**src/hdl/servo_ramp_pwm_controller_assert.svh**
```systemverilog
// assertion macros for the servo ramp controller
// all macros sample on clk and are disabled while rst is high
`ifndef SERVO_RAMP_PWM_CONTROLLER_ASSERT_SVH
`define SERVO_RAMP_PWM_CONTROLLER_ASSERT_SVH

// condition must hold on every clock edge
`define SRPC_ASSERT_ALWAYS(label, cond, msg) \
  label: assert property (@(posedge clk) disable iff (rst) (cond)) else $error(msg);

// consequence must hold in the same cycle as the antecedent
`define SRPC_ASSERT_IMPL(label, ante, cons, msg) \
  label: assert property (@(posedge clk) disable iff (rst) (ante) |-> (cons)) \
    else $error(msg);

// consequence must hold in the cycle after the antecedent
`define SRPC_ASSERT_NEXT(label, ante, cons, msg) \
  label: assert property (@(posedge clk) disable iff (rst) (ante) |=> (cons)) \
    else $error(msg);

`endif

```
**src/hdl/srpc_pkg.sv**
```systemverilog
`timescale 1ns / 1ps
`default_nettype none

package srpc_pkg;

  // command codes
  localparam logic [2:0] OP_TICK         = 3'd0;
  localparam logic [2:0] OP_SET_ANGLE    = 3'd1;
  localparam logic [2:0] OP_SOFT_TARGET  = 3'd2;
  localparam logic [2:0] OP_SET_INITIAL  = 3'd3;
  localparam logic [2:0] OP_REQUEST_STOP = 3'd4;
  localparam logic [2:0] OP_CLEAR_STOP   = 3'd5;

  // register indexes
  localparam int          REG_IDX_W        = 3;
  localparam logic [2:0]  REG_MIN_ANGLE    = 3'd0;
  localparam logic [2:0]  REG_MAX_ANGLE    = 3'd1;
  localparam logic [2:0]  REG_MIN_PULSE    = 3'd2;
  localparam logic [2:0]  REG_MAX_PULSE    = 3'd3;
  localparam logic [2:0]  REG_STEP_SIZE    = 3'd4;
  localparam logic [2:0]  REG_ENABLE_DELAY = 3'd5;

  // tick reports at most this many channels
  localparam int MAX_REPORT = 4;

  // command queue between front and back
  localparam int QUEUE_DEPTH = 2;
  localparam int QPTR_W      = 1;

  // reset angles in 1/16 degree
  localparam logic [11:0] ANGLE_RESET_DEFAULT = 12'd1440;
  localparam logic [11:0] ANGLE_RESET_CH3     = 12'd640;

  // pulse = min + (angle*span + 1440) / 2880; 2880 = 64 * 45
  localparam logic [24:0] PULSE_ROUND = 25'd1440;
  // ceil(2^24 / 45), exact for every dividend below 2^18
  localparam logic [18:0] RECIP_45    = 19'd372828;
  localparam logic [13:0] PULSE_MAX   = 14'd4095;

  typedef struct packed {
    logic [11:0] min_angle;
    logic [11:0] max_angle;
    logic [11:0] min_pulse;
    logic [11:0] max_pulse;
    logic [11:0] step_size;
    logic [15:0] enable_delay;
  } cfg_t;

  // classified command as it waits in the queue
  typedef struct packed {
    logic [2:0]  op;
    logic [1:0]  ch;
    logic        ch_ok;
    logic [11:0] ang;
  } q_entry_t;

endpackage

`default_nettype wire

```
**src/hdl/srpc_front.sv**
```systemverilog
`timescale 1ns / 1ps
`default_nettype none

module srpc_front #(
  parameter int NUM_CHANNELS = 4
) (
  input  logic               s_tvalid,
  output logic               s_tready,
  input  logic [15:0]        s_tdata,   // channel[1:0], angle[14:2], zero[15]
  input  logic [2:0]         s_tuser,   // opcode[2:0]
  input  srpc_pkg::cfg_t     cfg,
  input  logic               q_full,
  output logic               q_push,
  output srpc_pkg::q_entry_t q_entry
);
  import srpc_pkg::*;

  logic [1:0]         ch;
  logic signed [12:0] ang_raw;
  logic signed [13:0] ang_ext;
  logic signed [13:0] lo_lim;
  logic signed [13:0] hi_lim;
  logic [11:0]        ang_clamped;

  assign ch      = s_tdata[1:0];
  assign ang_raw = s_tdata[14:2];
  assign ang_ext = 14'(ang_raw);
  assign lo_lim  = $signed({2'b00, cfg.min_angle});
  assign hi_lim  = $signed({2'b00, cfg.max_angle});

  // clamp, lower bound checked first
  always_comb begin
    if (ang_ext < lo_lim) begin
      ang_clamped = cfg.min_angle;
    end else if (ang_ext > hi_lim) begin
      ang_clamped = cfg.max_angle;
    end else begin
      ang_clamped = ang_raw[11:0];
    end
  end

  // accept while the queue has room
  assign s_tready = !q_full;
  assign q_push   = s_tvalid && !q_full;

  always_comb begin
    q_entry.op    = s_tuser;
    q_entry.ch    = ch;
    q_entry.ch_ok = (32'(ch) < NUM_CHANNELS);
    q_entry.ang   = ang_clamped;
  end

endmodule

`default_nettype wire

```
**src/hdl/srpc_queue.sv**
```systemverilog
`timescale 1ns / 1ps
`default_nettype none

module srpc_queue (
  input  logic               clk,
  input  logic               rst,
  input  logic               push,
  input  srpc_pkg::q_entry_t push_data,
  output logic               full,
  input  logic               pop,
  output logic               not_empty,
  output srpc_pkg::q_entry_t pop_data
);
  import srpc_pkg::*;

  q_entry_t             mem [QUEUE_DEPTH];
  logic [QPTR_W-1:0]    wr_ptr;
  logic [QPTR_W-1:0]    rd_ptr;
  logic [QPTR_W:0]      count;

  assign full      = (count == (QPTR_W+1)'(QUEUE_DEPTH));
  assign not_empty = (count != '0);
  assign pop_data  = mem[rd_ptr];

  // pointers and fill count
  always_ff @(posedge clk) begin
    if (rst) begin
      wr_ptr <= '0;
      rd_ptr <= '0;
      count  <= '0;
    end else begin
      if (push) begin
        wr_ptr <= wr_ptr + 1'b1;
      end
      if (pop) begin
        rd_ptr <= rd_ptr + 1'b1;
      end
      unique case ({push, pop})
        2'b10:   count <= count + 1'b1;
        2'b01:   count <= count - 1'b1;
        default: count <= count;
      endcase
    end
  end

  // entry storage
  always_ff @(posedge clk) begin
    if (push) begin
      mem[wr_ptr] <= push_data;
    end
  end

endmodule

`default_nettype wire

```
**src/hdl/srpc_back.sv**
```systemverilog
`timescale 1ns / 1ps
`default_nettype none

module srpc_back #(
  parameter int NUM_CHANNELS = 4
) (
  input  logic                    clk,
  input  logic                    rst,
  input  srpc_pkg::cfg_t          cfg,
  input  logic                    q_valid,
  input  srpc_pkg::q_entry_t      q_entry,
  output logic                    q_pop,
  output logic                    m_tvalid,
  input  logic                    m_tready,
  // out_channel[1:0], pulse_width[13:2], present_angle[25:14], enabled[26],
  // ramping[27], stopped[28], zero[31:29]
  output logic [31:0]             m_tdata,
  output logic                    m_tlast,
  output logic                    stopped,
  output logic [NUM_CHANNELS-1:0] ramp_mask
);
  import srpc_pkg::*;

  localparam int CW   = (NUM_CHANNELS > 1) ? $clog2(NUM_CHANNELS) : 1;
  localparam int NREP = (NUM_CHANNELS < MAX_REPORT) ? NUM_CHANNELS : MAX_REPORT;
  localparam logic [CW-1:0] LAST_CH  = CW'(NUM_CHANNELS - 1);
  localparam logic [CW-1:0] LAST_REP = CW'(NREP - 1);

  // sequencer states
  localparam logic [2:0] S_IDLE = 3'd0;
  localparam logic [2:0] S_EXEC = 3'd1;
  localparam logic [2:0] S_TICK = 3'd2;
  localparam logic [2:0] S_MUL  = 3'd3;
  localparam logic [2:0] S_DIV  = 3'd4;
  localparam logic [2:0] S_OUT  = 3'd5;

  // channel state
  logic [11:0]             angle_mem  [NUM_CHANNELS];
  logic [11:0]             target_mem [NUM_CHANNELS];
  logic [15:0]             wait_mem   [NUM_CHANNELS];
  logic [NUM_CHANNELS-1:0] en_flags;
  logic [NUM_CHANNELS-1:0] ramp_flags;
  logic                    stop_flag;

  // sequencer and latched command
  logic [2:0]    state;
  logic [CW-1:0] cur_ch;
  logic [2:0]    op_r;
  logic [1:0]    ch_r;
  logic          ok_r;
  logic [11:0]   ang_r;

  // pulse datapath
  logic [23:0]   prod_r;
  logic [37:0]   qm_r;

  logic [11:0]   cur_angle;
  logic [11:0]   cur_tgt;
  logic [15:0]   cur_wait;
  logic          cur_en;
  logic          cur_ramp;
  logic [11:0]   st;
  logic [11:0]   remain;
  logic          is_tick;
  logic          rpt_ok;
  logic          out_free;
  logic [11:0]   span;
  logic [24:0]   round_sum;
  logic [18:0]   div_in;
  logic [12:0]   quot;
  logic [13:0]   psum;
  logic [11:0]   pulse_sat;

  assign cur_angle = angle_mem[cur_ch];
  assign cur_tgt   = target_mem[cur_ch];
  assign cur_wait  = wait_mem[cur_ch];
  assign cur_en    = en_flags[cur_ch];
  assign cur_ramp  = ramp_flags[cur_ch];
  assign is_tick   = (op_r == OP_TICK);
  assign rpt_ok    = is_tick || ok_r;
  assign out_free  = !m_tvalid || m_tready;
  assign q_pop     = (state == S_IDLE) && q_valid;
  assign stopped   = stop_flag;
  assign ramp_mask = ramp_flags;

  // step unit
  assign st     = (cfg.step_size == '0) ? 12'd1 : cfg.step_size;
  assign remain = (cur_angle > cur_tgt) ? (cur_angle - cur_tgt) : (cur_tgt - cur_angle);

  // pulse arithmetic: multiply, round, divide by 64 then by 45
  assign span      = (cfg.max_pulse >= cfg.min_pulse) ? (cfg.max_pulse - cfg.min_pulse) : '0;
  assign round_sum = 25'(prod_r) + PULSE_ROUND;
  assign div_in    = round_sum[24:6];
  assign quot      = qm_r[36:24];
  assign psum      = 14'(cfg.min_pulse) + 14'(quot);
  assign pulse_sat = (psum > PULSE_MAX) ? 12'(PULSE_MAX) : psum[11:0];

  // sequencer, channel state and output valid
  always_ff @(posedge clk) begin
    if (rst) begin
      state     <= S_IDLE;
      cur_ch    <= '0;
      op_r      <= OP_TICK;
      ch_r      <= '0;
      ok_r      <= 1'b0;
      ang_r     <= '0;
      en_flags  <= '0;
      ramp_flags <= '0;
      stop_flag <= 1'b0;
      m_tvalid  <= 1'b0;
      for (int i = 0; i < NUM_CHANNELS; i++) begin
        angle_mem[i]  <= (i == 3) ? ANGLE_RESET_CH3 : ANGLE_RESET_DEFAULT;
        target_mem[i] <= '0;
        wait_mem[i]   <= '0;
      end
    end else begin
      // output valid: raised with a new result, dropped once taken
      if ((state == S_OUT) && out_free) begin
        m_tvalid <= 1'b1;
      end else if (m_tready) begin
        m_tvalid <= 1'b0;
      end
      unique case (state)
        S_IDLE: begin
          if (q_valid) begin
            op_r   <= q_entry.op;
            ch_r   <= q_entry.ch;
            ok_r   <= q_entry.ch_ok;
            ang_r  <= q_entry.ang;
            cur_ch <= (q_entry.op == OP_TICK) ? '0 : CW'(q_entry.ch);
            state  <= S_EXEC;
          end
        end
        S_EXEC: begin
          if (is_tick) begin
            state <= S_TICK;
          end else begin
            unique case (op_r)
              OP_SET_ANGLE: begin
                if (ok_r) begin
                  angle_mem[cur_ch]  <= ang_r;
                  en_flags[cur_ch]   <= 1'b1;
                  ramp_flags[cur_ch] <= 1'b0;
                  wait_mem[cur_ch]   <= '0;
                end
              end
              OP_SOFT_TARGET: begin
                if (ok_r && !stop_flag) begin
                  target_mem[cur_ch] <= ang_r;
                  if (!cur_en) begin
                    en_flags[cur_ch] <= 1'b1;
                    wait_mem[cur_ch] <= cfg.enable_delay;
                  end
                  ramp_flags[cur_ch] <= 1'b1;
                end
              end
              OP_SET_INITIAL: begin
                if (ok_r && !cur_en) begin
                  angle_mem[cur_ch] <= ang_r;
                end
              end
              OP_REQUEST_STOP: begin
                stop_flag  <= 1'b1;
                ramp_flags <= '0;
                for (int i = 0; i < NUM_CHANNELS; i++) begin
                  wait_mem[i] <= '0;
                end
              end
              OP_CLEAR_STOP: begin
                stop_flag <= 1'b0;
              end
              default: begin
              end
            endcase
            state <= S_MUL;
          end
        end
        S_TICK: begin
          // one channel per cycle through the step unit
          if (cur_ramp) begin
            if (cur_wait != '0) begin
              wait_mem[cur_ch] <= cur_wait - 1'b1;
            end else if (remain <= st) begin
              angle_mem[cur_ch]  <= cur_tgt;
              ramp_flags[cur_ch] <= 1'b0;
            end else if (cur_angle < cur_tgt) begin
              angle_mem[cur_ch] <= cur_angle + st;
            end else begin
              angle_mem[cur_ch] <= cur_angle - st;
            end
          end
          if (cur_ch == LAST_CH) begin
            cur_ch <= '0;
            state  <= S_MUL;
          end else begin
            cur_ch <= cur_ch + 1'b1;
          end
        end
        S_MUL: begin
          state <= S_DIV;
        end
        S_DIV: begin
          state <= S_OUT;
        end
        S_OUT: begin
          if (out_free) begin
            if (is_tick && (cur_ch != LAST_REP)) begin
              cur_ch <= cur_ch + 1'b1;
              state  <= S_MUL;
            end else begin
              state <= S_IDLE;
            end
          end
        end
        default: begin
          state <= S_IDLE;
        end
      endcase
    end
  end

  // pulse pipeline and result register
  always_ff @(posedge clk) begin
    if (state == S_MUL) begin
      prod_r <= 24'(cur_angle) * 24'(span);
    end
    if (state == S_DIV) begin
      qm_r <= 38'(div_in) * 38'(RECIP_45);
    end
    if ((state == S_OUT) && out_free) begin
      m_tdata[1:0]   <= is_tick ? 2'(cur_ch) : ch_r;
      m_tdata[13:2]  <= (rpt_ok && cur_en) ? pulse_sat : '0;
      m_tdata[25:14] <= rpt_ok ? cur_angle : '0;
      m_tdata[26]    <= rpt_ok && cur_en;
      m_tdata[27]    <= rpt_ok && cur_ramp;
      m_tdata[28]    <= stop_flag;
      m_tdata[31:29] <= '0;
      m_tlast        <= !is_tick || (cur_ch == LAST_REP);
    end
  end

endmodule

`default_nettype wire

```
**src/hdl/servo_ramp_pwm_controller.sv**
```systemverilog
// Multi-channel servo slew controller with pulse-width output.
// Commands and ticks enter on the s_ channel (opcode in s_tuser, channel and
// signed angle in s_tdata). Each command returns one status transfer on the
// m_ channel with m_tlast set; a tick returns one transfer per channel for
// the first four channels, channel 0 first, m_tlast on the final one.
// The user must write registers via cfg_we/cfg_addr/cfg_wdata only while
// idle; the block itself does not enforce it. A front stage clamps and
// classifies each command into a two-entry queue; the back sequencer
// executes one queued item at a time. A command goes from the queue through
// load, execute, multiply, divide and output. A tick is loaded and executed,
// steps every channel through the shared step unit, then passes each
// reported channel through the shared pulse datapath (multiply, divide,
// output). The next item leaves the queue right after a result registers,
// so an item never starts before the previous result is registered.
// If m_tready is low the finished result holds in the output register and
// the sequencer waits; the queue keeps taking inputs until it is full.
// Reset (rst, synchronous) restores register defaults, all channels
// disabled, angles 90 degrees (channel 3 at 40), stop flag clear.
`timescale 1ns / 1ps
`default_nettype none

module servo_ramp_pwm_controller #(
  parameter int NUM_CHANNELS = 4
) (
  input  logic        clk,
  input  logic        rst,
  input  logic        cfg_we,
  input  logic [2:0]  cfg_addr,
  input  logic [15:0] cfg_wdata,
  input  logic        s_tvalid,
  output logic        s_tready,
  input  logic [15:0] s_tdata,   // channel[1:0], angle[14:2], zero[15]
  input  logic [2:0]  s_tuser,   // opcode[2:0]
  output logic        m_tvalid,
  input  logic        m_tready,
  // out_channel[1:0], pulse_width[13:2], present_angle[25:14], enabled[26],
  // ramping[27], stopped[28], zero[31:29]
  output logic [31:0] m_tdata,
  output logic        m_tlast
);
  import srpc_pkg::*;

  cfg_t                    cfg;
  logic                    q_full;
  logic                    q_push;
  q_entry_t                push_entry;
  logic                    q_valid;
  logic                    q_pop;
  q_entry_t                pop_entry;
  logic                    stopped;
  logic [NUM_CHANNELS-1:0] ramp_mask;

  // configuration registers
  always_ff @(posedge clk) begin
    if (rst) begin
      cfg.min_angle    <= 12'd0;
      cfg.max_angle    <= 12'd2880;
      cfg.min_pulse    <= 12'd500;
      cfg.max_pulse    <= 12'd2500;
      cfg.step_size    <= 12'd16;
      cfg.enable_delay <= 16'd25;
    end else if (cfg_we) begin
      unique case (cfg_addr)
        REG_MIN_ANGLE:    cfg.min_angle    <= cfg_wdata[11:0];
        REG_MAX_ANGLE:    cfg.max_angle    <= cfg_wdata[11:0];
        REG_MIN_PULSE:    cfg.min_pulse    <= cfg_wdata[11:0];
        REG_MAX_PULSE:    cfg.max_pulse    <= cfg_wdata[11:0];
        REG_STEP_SIZE:    cfg.step_size    <= cfg_wdata[11:0];
        REG_ENABLE_DELAY: cfg.enable_delay <= cfg_wdata;
        default: begin
        end
      endcase
    end
  end

  srpc_front #(
    .NUM_CHANNELS(NUM_CHANNELS)
  ) u_front (
    .s_tvalid (s_tvalid),
    .s_tready (s_tready),
    .s_tdata  (s_tdata),
    .s_tuser  (s_tuser),
    .cfg      (cfg),
    .q_full   (q_full),
    .q_push   (q_push),
    .q_entry  (push_entry)
  );

  srpc_queue u_queue (
    .clk       (clk),
    .rst       (rst),
    .push      (q_push),
    .push_data (push_entry),
    .full      (q_full),
    .pop       (q_pop),
    .not_empty (q_valid),
    .pop_data  (pop_entry)
  );

  srpc_back #(
    .NUM_CHANNELS(NUM_CHANNELS)
  ) u_back (
    .clk       (clk),
    .rst       (rst),
    .cfg       (cfg),
    .q_valid   (q_valid),
    .q_entry   (pop_entry),
    .q_pop     (q_pop),
    .m_tvalid  (m_tvalid),
    .m_tready  (m_tready),
    .m_tdata   (m_tdata),
    .m_tlast   (m_tlast),
    .stopped   (stopped),
    .ramp_mask (ramp_mask)
  );

`include "servo_ramp_pwm_controller_assert.svh"

  // stop aborts every ramp and blocks new ones
  `SRPC_ASSERT_IMPL(a_stop_no_ramp, stopped, ramp_mask == '0, "ramp active while stopped")
  // a ramping channel is always an enabled one
  `SRPC_ASSERT_IMPL(a_ramp_enabled, m_tvalid && m_tdata[27], m_tdata[26],
                    "ramping result on disabled channel")
  // the sequencer takes one queued item and then works on it
  `SRPC_ASSERT_NEXT(a_single_pop, q_pop, !q_pop, "back popped on consecutive cycles")

endmodule

`default_nettype wire

```
**config.mk**
```make
export PLATFORM = sky130hd
export DESIGN_NAME = servo_ramp_pwm_controller
export DESIGN_NICKNAME = d
export VERILOG_FILES = /design/src/hdl/srpc_pkg.sv /design/src/hdl/srpc_front.sv /design/src/hdl/srpc_queue.sv /design/src/hdl/srpc_back.sv /design/src/hdl/servo_ramp_pwm_controller.sv
export VERILOG_INCLUDE_DIRS = /design/src /design/src/hdl
export SDC_FILE = /design/constraint.sdc
export NUM_CORES = 2
export LEC_CHECK = 0
export ABC_CLOCK_PERIOD_IN_PS = 8400
export CORE_MARGIN = 10
export CORE_UTILIZATION = 48
export DETAILED_ROUTE_END_ITERATION = 12
export DONT_BUFFER_PORTS = 1
export PLACE_DENSITY_LB_ADDON = 0.15
export SYNTH_ARGS = -nofsm -noshare
export SYNTH_HDL_FRONTEND = slang
export SYNTH_SLANG_ARGS = --single-unit
```
**constraint.sdc**
```tcl
create_clock -name clk -period 8.4 [get_ports clk]
set_clock_uncertainty 0.05 [all_clocks]
set_input_delay 0.84 -clock clk [delete_from_list [all_inputs] [get_ports clk]]
set_output_delay 0.84 -clock clk [all_outputs]
set_load 0.05 [all_outputs]
```
==> results by group <==
Critical path
  • Slack of the worst reg-to-reg path: 0.39 ns
  • Number of cells on the worst reg-to-reg path: 29
  • Maximum fanout along the worst path: 6
  • Crit. Startpoint: cfg[28]$_SDFFE_PP0P_
  • Family with the most delay on the worst path: adder cells
  • Critical path depth: 29
  • Required arrival time at the worst endpoint: 8.67 ns
  • Cell with the biggest individual delay on the critical path: a211oi_1
  • RR Endpoint: u_back.prod_r[21]$_DFFE_PP_
  • Type of origin of the critical path: flip-flop
  • Number of buffers and inverters on the critical path: 4
  • Cell with the most instances on the worst path: fa_1
  • CP max stage delay: 0.56 ns
  • Data arrival time of the critical path: 8.28 ns
  • Start of the worst register-to-register path: cfg[28]$_SDFFE_PP0P_
  • Start-to-end type of the worst setup path: reg2reg
  • Worst Setup End Kind: flip-flop
  • Endpoint of the most critical setup path: u_back.prod_r[21]$_DFFE_PP_

Clock tree
  • Worst skew pair latency: 0.59 ns
  • TritonCTS clock tree: built
  • TritonCTS Sinks: 372
  • Buffer depth of the longest clock path: 3
  • Total clock buffers created by CTS: 42
  • Clock transition at the registers of the reported paths: 0.06 ns
  • Master cell of the clock root buffer: clkbuf_16
  • Depth of the CTS H-tree: 2

Timing
  • Period Utilization, post-route: 95.4%
  • Minimum hold slack: 0.260 ns
  • Number of endpoints failing setup at the final stage: 0
  • Tmin final: 8.01 ns
  • Max frequency: 0.125 GHz
  • Worst-case headroom to the max-slew limit: 15.9%
  • Sum of negative setup slack: 0 ns
  • Final Slew Violations: 0
  • Transition time at the pin with the least slew margin: 1.26 ns
  • Final number of hold-violating endpoints: 0

Synthesis
  • Largest cells by area after synthesis: edfxtp_1, fa_1, ha_1
  • Share of Yosys cell area claimed by the top area cell type: 26.1%
  • Fraction of synthesized cell area in xor and xnor cells: 3.15%
  • Register bit count reported by yosys: 372
  • Count of cell types in the netlist: 83
  • Number of enable-type register cells in the synthesized netlist: 256
  • Yosys warns: 0
  • Adder-cell area share of the yosys netlist: 27.0%
  • Synth area leader: edfxtp_1
  • Mux contribution to synthesized area: 5.76%
  • Ys flop type: edfxtp_1
  • Dominant combinational cell family by area after synthesis: adder cells
  • Average cell area after synthesis: 10.0 um2
  • Number of standard cells after synthesis: 2944
  • Area fraction in compound gates after synthesis: 9.28%
  • Simple-gate portion of the synthesized area: 13.9%
  • Cell area after technology mapping: 29500 um2
  • Post-synth ARST share: 0%
  • Sequential share of the synthesized area: 33.9%

Cells and area
  • Multi-input logic area: 17500 um2
  • Area added between synthesis and finish: 8.48%
  • Layout filler cell count: 5441
  • Proportion of layout cells with a drive suffix above 1: 7.15%
  • Number of antenna cells inserted: 0
  • Fin nets: 3500
  • Footprint of the flip-flops and latches: 10000 um2

Placed design
  • IO buf count: 0
  • Final HPWL DP: 60000 um
  • Weighted congestion reported at the end of routability-driven placement: 0.896

Routing
  • Via-per-instance ratio: 5.55
  • Routed wire length per instance: 20.6 um
  • Number of design-rule violations left by the first detailed-router iteration: 1424
  • DRC errors left: 0
  • Iteration count of the initial detailed-routing pass: 8
  • Wire length reported by the detailed router: 77700 um
  • Remaining number of nets flagged by the antenna check after routing: 0
  • Vias post-DR: 20900

Die
  • Die ar.: 71800 um2
  • Initial cell density of the core: 48.7%
  • Y dimension of the die: 268 um
  • Core outline area: 60600 um2
  • IO Pins: 78
  • Number of core rows: 90
  • Die span in x: 268 um

Flow run
  • Number of maximum-capacitance violations: 0

Global routing
  • Wire length of the first global-routing pass: 122000 um
  • Maximum number of pins on one net before global-route repair: 126
  • GRT overflow: 0
  • Aggregate global-route resource usage: 21.8%
  • Number of global-route vias before repair: 21400
  • Antenna violations before repair: 0

Run status
  • Status: finished clean

Worst hold path
  • Kind of path behind the tightest hold check: in2reg
## repair_timing
item	CTS	global route
endpoints found under the setup margin	0	1
buffers inserted	0	0
hold buffers	0	0
gates resized for setup	0	2
## cell type report
| cell class | count | share of cell area (%) |
|---|---|---|
| inverter | 416 | 4.88 |
| clock buffer | 56 | 3.78 |
| timing repair buffer | 66 | 1.55 |
| clock inverter | 22 | 0.868 |
| tap | 782 | 3.06 |
| multi-input combinational | 2047 | 54.6 |
| sequential | 372 | 31.3 |
## layout by cell type (no fill, tap or decap), types with 8 or more instances in the layout
master and n:
nand4_1 20, xor2_1 45, nor2b_1 19, ha_1 304, fa_1 208, nand2b_1 26
clkinv_1 10, mux2i_1 74, and4_1 9, mux4_2 35, a211oi_1 26, nand2_1 313
a21oi_1 164, o21ai_0 53, o21bai_1 14, o21a_1 18, dfxtp_1 114, a31oi_1 11
and2_1 59, a22oi_1 10, nand3_1 37, clkbuf_1 8, nor3_1 43, a21o_1 44
clkbuf_16 46, buf_4 66, inv_1 410, nand3b_1 17, clkinv_2 8, a211o_1 11
or3_1 15, edfxtp_1 256, o21ai_1 9, mux2_2 15, nor2_1 248, xnor2_1 61
and3_1 27
## metal layers
| metal | routed length (um) | global-route usage (%) | part of all wire, % | vias up |
|---|---|---|---|---|
| li1 | - | - | - | 9970 |
| met1 | 34000 | 28.4 | 44 | 10300 |
| met2 | 37400 | 37.0 | 48 | 494 |
| met3 | 4000 | 3.27 | 5.2 | 98 |
| met4 | 2310 | 6.75 | 3.0 | 0 |
| met5 | 0 | 0 | 0 | - |
## metrics by stage
step                      utilization (%)  cells  setup slack (ns)  area, um2
after CTS                            52.8   3761             0.381      32000
after global routing                 52.8   3761           -0.0352      32000
final                                52.8   3761             0.388      32000
after floorplan                         -   2946             0.847      29500
after detailed placement             50.3   3683             0.397      30500
after global placement               50.3   3683             0.479      30500
## registers in the layout (all words and copies together), names as in the netlist, 2 cells and up, named ones only
| name | cells |
|---|---|
| u_back.angle_mem | 48 |
| u_back.cur_ch | 2 |
| u_back.prod_r | 19 |
| u_back.ang_r | 12 |
| u_back.en_flags | 4 |
| u_back.ramp_mask | 4 |
| u_queue.mem | 34 |
| u_back.qm_r | 13 |
| u_back.wait_mem | 64 |
| u_back.target_mem | 48 |
| cfg | 76 |
| u_back.state | 3 |
| u_queue.count | 2 |
| u_back.m_tdata | 29 |
| u_back.ch_r | 2 |
| u_back.op_r | 3 |
## worst min-delay path by stage
stage | slack [ns] | cells past startpoint | from | endpoint
after floorplan | 0.38 | 2 | u_back.en_flags[2]$_SDFFE_PP0P_ | u_back.en_flags[2]$_SDFFE_PP0P_
after global placement | 0.39 | 2 | cfg[68]$_SDFFE_PP0P_ | cfg[68]$_SDFFE_PP0P_
after detailed placement | 0.39 | 2 | cfg[68]$_SDFFE_PP0P_ | cfg[68]$_SDFFE_PP0P_
after CTS | 0.24 | 1 | rst | cfg[14]$_SDFFE_PP0P_
after global routing | 0.25 | 1 | rst | cfg[14]$_SDFFE_PP0P_
final | 0.26 | 1 | rst | cfg[13]$_SDFFE_PP0P_
## kinds of logic (layout without fill, tap and decap cells)
family / count (synthesis) / count (layout)
and+or+nand+nor: 875 / 875
buffers and inverters: 527 / 560
adders and majority gates: 512 / 512
AOI/OAI and AO/OA: 427 / 427
DFF: 372 / 372
muxes: 124 / 124
xor gates and xnor gates: 106 / 106
other: 1 / 3
## synthesized netlist by cell type, drive strengths merged (27+ instances only)
cell	count
o21ai	62
dfxtp	116
xnor2	61
inv	411
mux4	35
mux2i	74
nor2	253
nor3	43
clkbuf	92
a21oi	166
xor2	45
nand2	318
nand3	37
edfxtp	256
and2	59
and3	27
fa	208
ha	304
a21o	44
Power is not shown: default switching activity piles up to over one toggle a cycle in this logic, so the estimate is an artifact.
